==> src/rtl/mlh_mul.sv <==
// shared signed multiplier with registered product
// used for both cross products and line values; no dependencies
module mlh_mul #(
    parameter int MW = 33
) (
    input  logic                   i_clk,
    input  logic                   i_en,
    input  logic signed [MW-1:0]   i_op_a,
    input  logic signed [MW-1:0]   i_op_b,
    output logic signed [2*MW-1:0] o_prod
);

    always_ff @(posedge i_clk) begin
        if (i_en) begin
            o_prod <= (2*MW)'(i_op_a) * (2*MW)'(i_op_b);
        end
    end

endmodule

==> config.mk <==
export PLATFORM = sky130hd
export DESIGN_NAME = mlh_mul
export DESIGN_NICKNAME = d
export VERILOG_FILES = /design/src/rtl/mlh_mul.sv
export SDC_FILE = /design/constraint.sdc
export NUM_CORES = 2
export LEC_CHECK = 0
export BUFFER_PORTS_ARGS = -buffer_cell sky130_fd_sc_hd__buf_2
export CAP_MARGIN = 20
export CORE_MARGIN = 3
export CORE_UTILIZATION = 40
export DETAILED_ROUTE_END_ITERATION = 6
export GPL_ROUTABILITY_DRIVEN = 0
export PLACE_DENSITY = 0.65
export SLEW_MARGIN = 0
export SYNTH_ARGS = -nofsm -noshare
export SYNTH_HDL_FRONTEND = slang
export SYNTH_SLANG_ARGS = --single-unit
export TNS_END_PERCENT = 30
==> constraint.sdc <==
create_clock -name i_clk -period 8.65 [get_ports i_clk]
set_input_delay 0.4325 -clock i_clk [delete_from_list [all_inputs] [get_ports i_clk]]
set_output_delay 0.4325 -clock i_clk [all_outputs]
set_load 0.02 [all_outputs]
==> Word level (Yosys, flattened, before mapping) <==
Index checks and enable logic that the tools add are counted.
{ "word_totals": {"reg_bits": 66, "input_bits": 68, "output_inout_bits": 66, "elab_cells": 2} }
{ "classes": {"mul": 1} }
{ "op_table": {"columns": ["op", "n"], "rows": [
  ["33-bit by 33-bit multiplier with 66-bit output", 1]
]} }

==> Longest topological paths before layout <==
{ "logic_depth": {"ltp_word": 1, "depth_mapped": 27, "mapped_depth_nobuf": 26} }

==> Worst setup path before layout <==
No wires, ideal clock.
{ "synth_timing": {"path_type": "input to register", "startpoint": "input i_op_a[32]", "endpoint": "register o_prod[62], data pin", "path_buffers": 2, "cell_stages": 23, "arrival_time_ps": 7529, "setup_slack_ps": 852, "setup_ps": 269, "required_ps": 8381, "cell_sequence": "clkbuf_1 nand2_1 inv_1 fa_1 fa_1 fa_1 fa_1 fa_1 fa_1 fa_1 inv_1 fa_1 inv_1 ha_1 clkbuf_1 and3_1 nand3_1 nand2b_1 a2111oi_4 a211oi_4 a21o_2 a211oi_2 a211oi_2"} }
{ "synth_via": {"elab_chain_len": 1} }
{ "synth_lines": {"columns": ["element", "line", "source"], "rows": [
  ["start: declaration", "8", "input logic signed [MW-1:0] i_op_a,"],
  ["33-bit by 33-bit multiplier with 66-bit output", "15", "o_prod <= (2*MW)'(i_op_a) * (2*MW)'(i_op_b);"],
  ["end signal: assignment", "15", null],
  ["end: declaration", "10", "output logic signed [2*MW-1:0] o_prod"]
]} }
No other way between the ends.
A chain may end at the register's enable or synchronous reset.

==> Final worst setup path <==
{ "layout_timing": {"startpoint": "input i_op_b[0]", "endpoint": "register o_prod[60], data pin"} }
{ "layout_via": {"elab_chain_len": 1} }
{ "layout_lines": {"columns": ["element", "line", "source"], "rows": [
  ["start: declaration", "9", "input logic signed [MW-1:0] i_op_b,"],
  ["33-bit by 33-bit multiplier with 66-bit output", "15", null]
]} }
No other way between the ends.

==> flow_summary.json <==
{
  "outcome": "complete, no violations",
  "yosysTopAreaCellShare": 0.5537,
  "drt_wl_total_um": 111500,
  "ios": 134,
  "postCtsSetupBuffers": 0,
  "clock_path_buffers": 2,
  "synth-main-ff-cell": "edfxtp_1",
  "yosys-top-cells-area": "fa_1, inv_1, and2_1",
  "top_usage_layer": "met2",
  "ys_ff_latch": 66,
  "clk_pin_slew_ps": 60,
  "dieArea_sq_um": 107400,
  "use_met3": 0.02221,
  "design.core.area_sq_um": 102200,
  "root_buffer": "clkbuf_16",
  "met2_usage": 0.3853,
  "avgSynthCellArea_sq_um": 9.542,
  "hold_path_class": "in -> reg",
  "grt_max_degree": 53,
  "path_cells": "buf_2 > nand2_1 > inv_1 > fa_1 > fa_1 > fa_1 > buf_4 > fa_1 > fa_1 > fa_1 > fa_1 > inv_1 > fa_1 > inv_1 > ha_1 > nand3_1 > nor2_1 > nand2_1 > nor3_1 > o311ai_4 > nand3_2 > a31oi_1 > xnor2_1",
  "port_buffers": 133,
  "reg_top3": "o_prod x66",
  "rsz0062_at_grt": "false",
  "synth-seq-area-share": 0.04788,
  "final.period_utilization": 0.9265,
  "fp.dieH_um": 327.7,
  "syn_area_sq_um": 41390,
  "dpl.hpwl_um": 94360,
  "slowest_delay_ps": 750,
  "path_delay_family": "adder cells",
  "vias": 28980,
  "path_common_cell": "fa_1",
  "grt_pass1_vias": 32150,
  "relSlewSlack": 0.3910,
  "cp-end-kind": "flip-flop",
  "via_per_inst": 5.078,
  "timing.final.crit_period_ps": 8014,
  "drv_cap": 0,
  "rows": 117,
  "grt_usage": 0.2153,
  "tightest_slew_ps": 912.5,
  "synth-async-reset-ratio": 0,
  "hp-start": "i_en",
  "synthesis.instances": 4338,
  "die_width_um": 327.7,
  "initial_core_util": 0.4051,
  "setup-tns-final_ps": 0,
  "cp.arrival_ps": 8110,
  "yosysTopAreaCell": "fa_1",
  "tritoncts": "yes",
  "final-hold-violation-count": 0,
  "setup_viol": 0,
  "post_cts_resized": 0,
  "drc": 0,
  "path_max_fanout": 33,
  "synth_edf_count": 66,
  "antenna_left": 0,
  "ys_types": 80,
  "finalNetCount": 5758,
  "startpoint": "i_op_b[0]",
  "critPathSlowestCell": "fa_1",
  "wire_per_inst_um": 19.53,
  "timing.final.max_slew_violations": 0,
  "largest_register": "o_prod",
  "cts.sinks": 66,
  "synth-warning-count": 0,
  "utilization": 0.4280,
  "path_class": "in -> reg",
  "grt_overflow_total": 0,
  "required_ps": 8750,
  "dr.pass1.iters": 5,
  "drive_gt1_frac": 0.05770,
  "antenna_found_initial": 9,
  "synth_nets": 5768,
  "hold_buffers": 0,
  "largest_reg_flops": 66,
  "crit_buf_inv": 5,
  "grt_pass1_wl_um": 179000,
  "numCtsBuffers": 9,
  "area_delta_synth_final_pct": 5.637,
  "startpoint_type": "input pin",
  "drt_iter0_drc": 1780,
  "htree_levels": 3,
  "max_freq_ghz": 0.1248,
  "met1_usage": 0.2596
}
path summary, 6_finish.rpt:
path         end  slack, ps  depth (start not counted)
min    o_prod[0]        530                          1
max   o_prod[60]        640                         23
metal layers:
| layer | up-vias | wire length [um] |
|---|---|---|
| met5 | - | 20 |
| li1 | 12380 | - |
| met1 | 15330 | 40740 |
| met4 | 2 | 6510 |
| met3 | 289 | 5940 |
| met2 | 980 | 58270 |
area by class of cell:
class / count / area, sq um
Fill cell: 10090 / 58450
Multi-Input combinational cell: 2920 / 34320
Inverter: 1131 / 4245
Sequential cell: 66 / 1982
Tap cell: 1368 / 1712
Timing Repair Buffer: 200 / 1194
Clock buffer: 11 / 232.7
Clock inverter: 5 / 31.28
Antenna cell: 6 / 15.01
logic make-up (layout without fill, tap and decap cells):
family / after synthesis / after routing / synth area share
fa+ha+maj: 1362 / 1362 / 0.6193
buf+inv: 1352 / 1347 / 0.1231
simple gates: 1271 / 1271 / 0.1553
compound gates: 219 / 219 / 0.04002
xor+xnor: 68 / 68 / 0.01439
flops: 66 / 66 / 0.04788
other cells: 0 / 6 / 0
through the flow:
stage / hold slack, ps / cells / setup WS (ps) / cell area, sq um
2_1_floorplan: 545.0 / 4338 / 852.2 / 41390
3_3_place_gp: 882.7 / 5685 / 425.8 / 43450
3_5_place_dp: 881.6 / 5685 / 283.3 / 43450
4_1_cts: 520.7 / 5701 / 625.8 / 43710
5_1_grt: 543.3 / 5704 / 248.7 / 43720
6_report: 534.7 / 5707 / 635.7 / 43730
cell usage in the layout (no fill, tap or decap), types with 9 or more instances in the layout:
cell type / netlist / routed
nand2b_1: 12 / 12
a21oi_1: 57 / 57
buf_4: 0 / 65
clkbuf_16: 0 / 9
fa_1: 1145 / 1145
xor2_1: 25 / 25
ha_1: 217 / 217
xnor2_1: 43 / 43
o21ai_0: 25 / 25
inv_1: 1131 / 1131
edfxtp_1: 66 / 66
nand3_1: 25 / 25
and2_1: 562 / 562
buf_2: 11 / 133
nor2_1: 68 / 68
o21bai_1: 11 / 11
nand2_1: 551 / 551
nand4_1: 11 / 11
a21o_1: 36 / 36
Yosys cell counts, drive strengths merged, types with 26 or more instances:
cell    count
a21oi      61
nand2     551
fa       1145
nor2       68
xnor2      43
a21o       38
o21ai      33
inv      1131
edfxtp     66
and2      563
ha        217
nand3      26
clkbuf    208
Power is left out: the tool's default activity adds up to more than one toggle a clock period on the data nets, which glitch-free logic cannot reach.
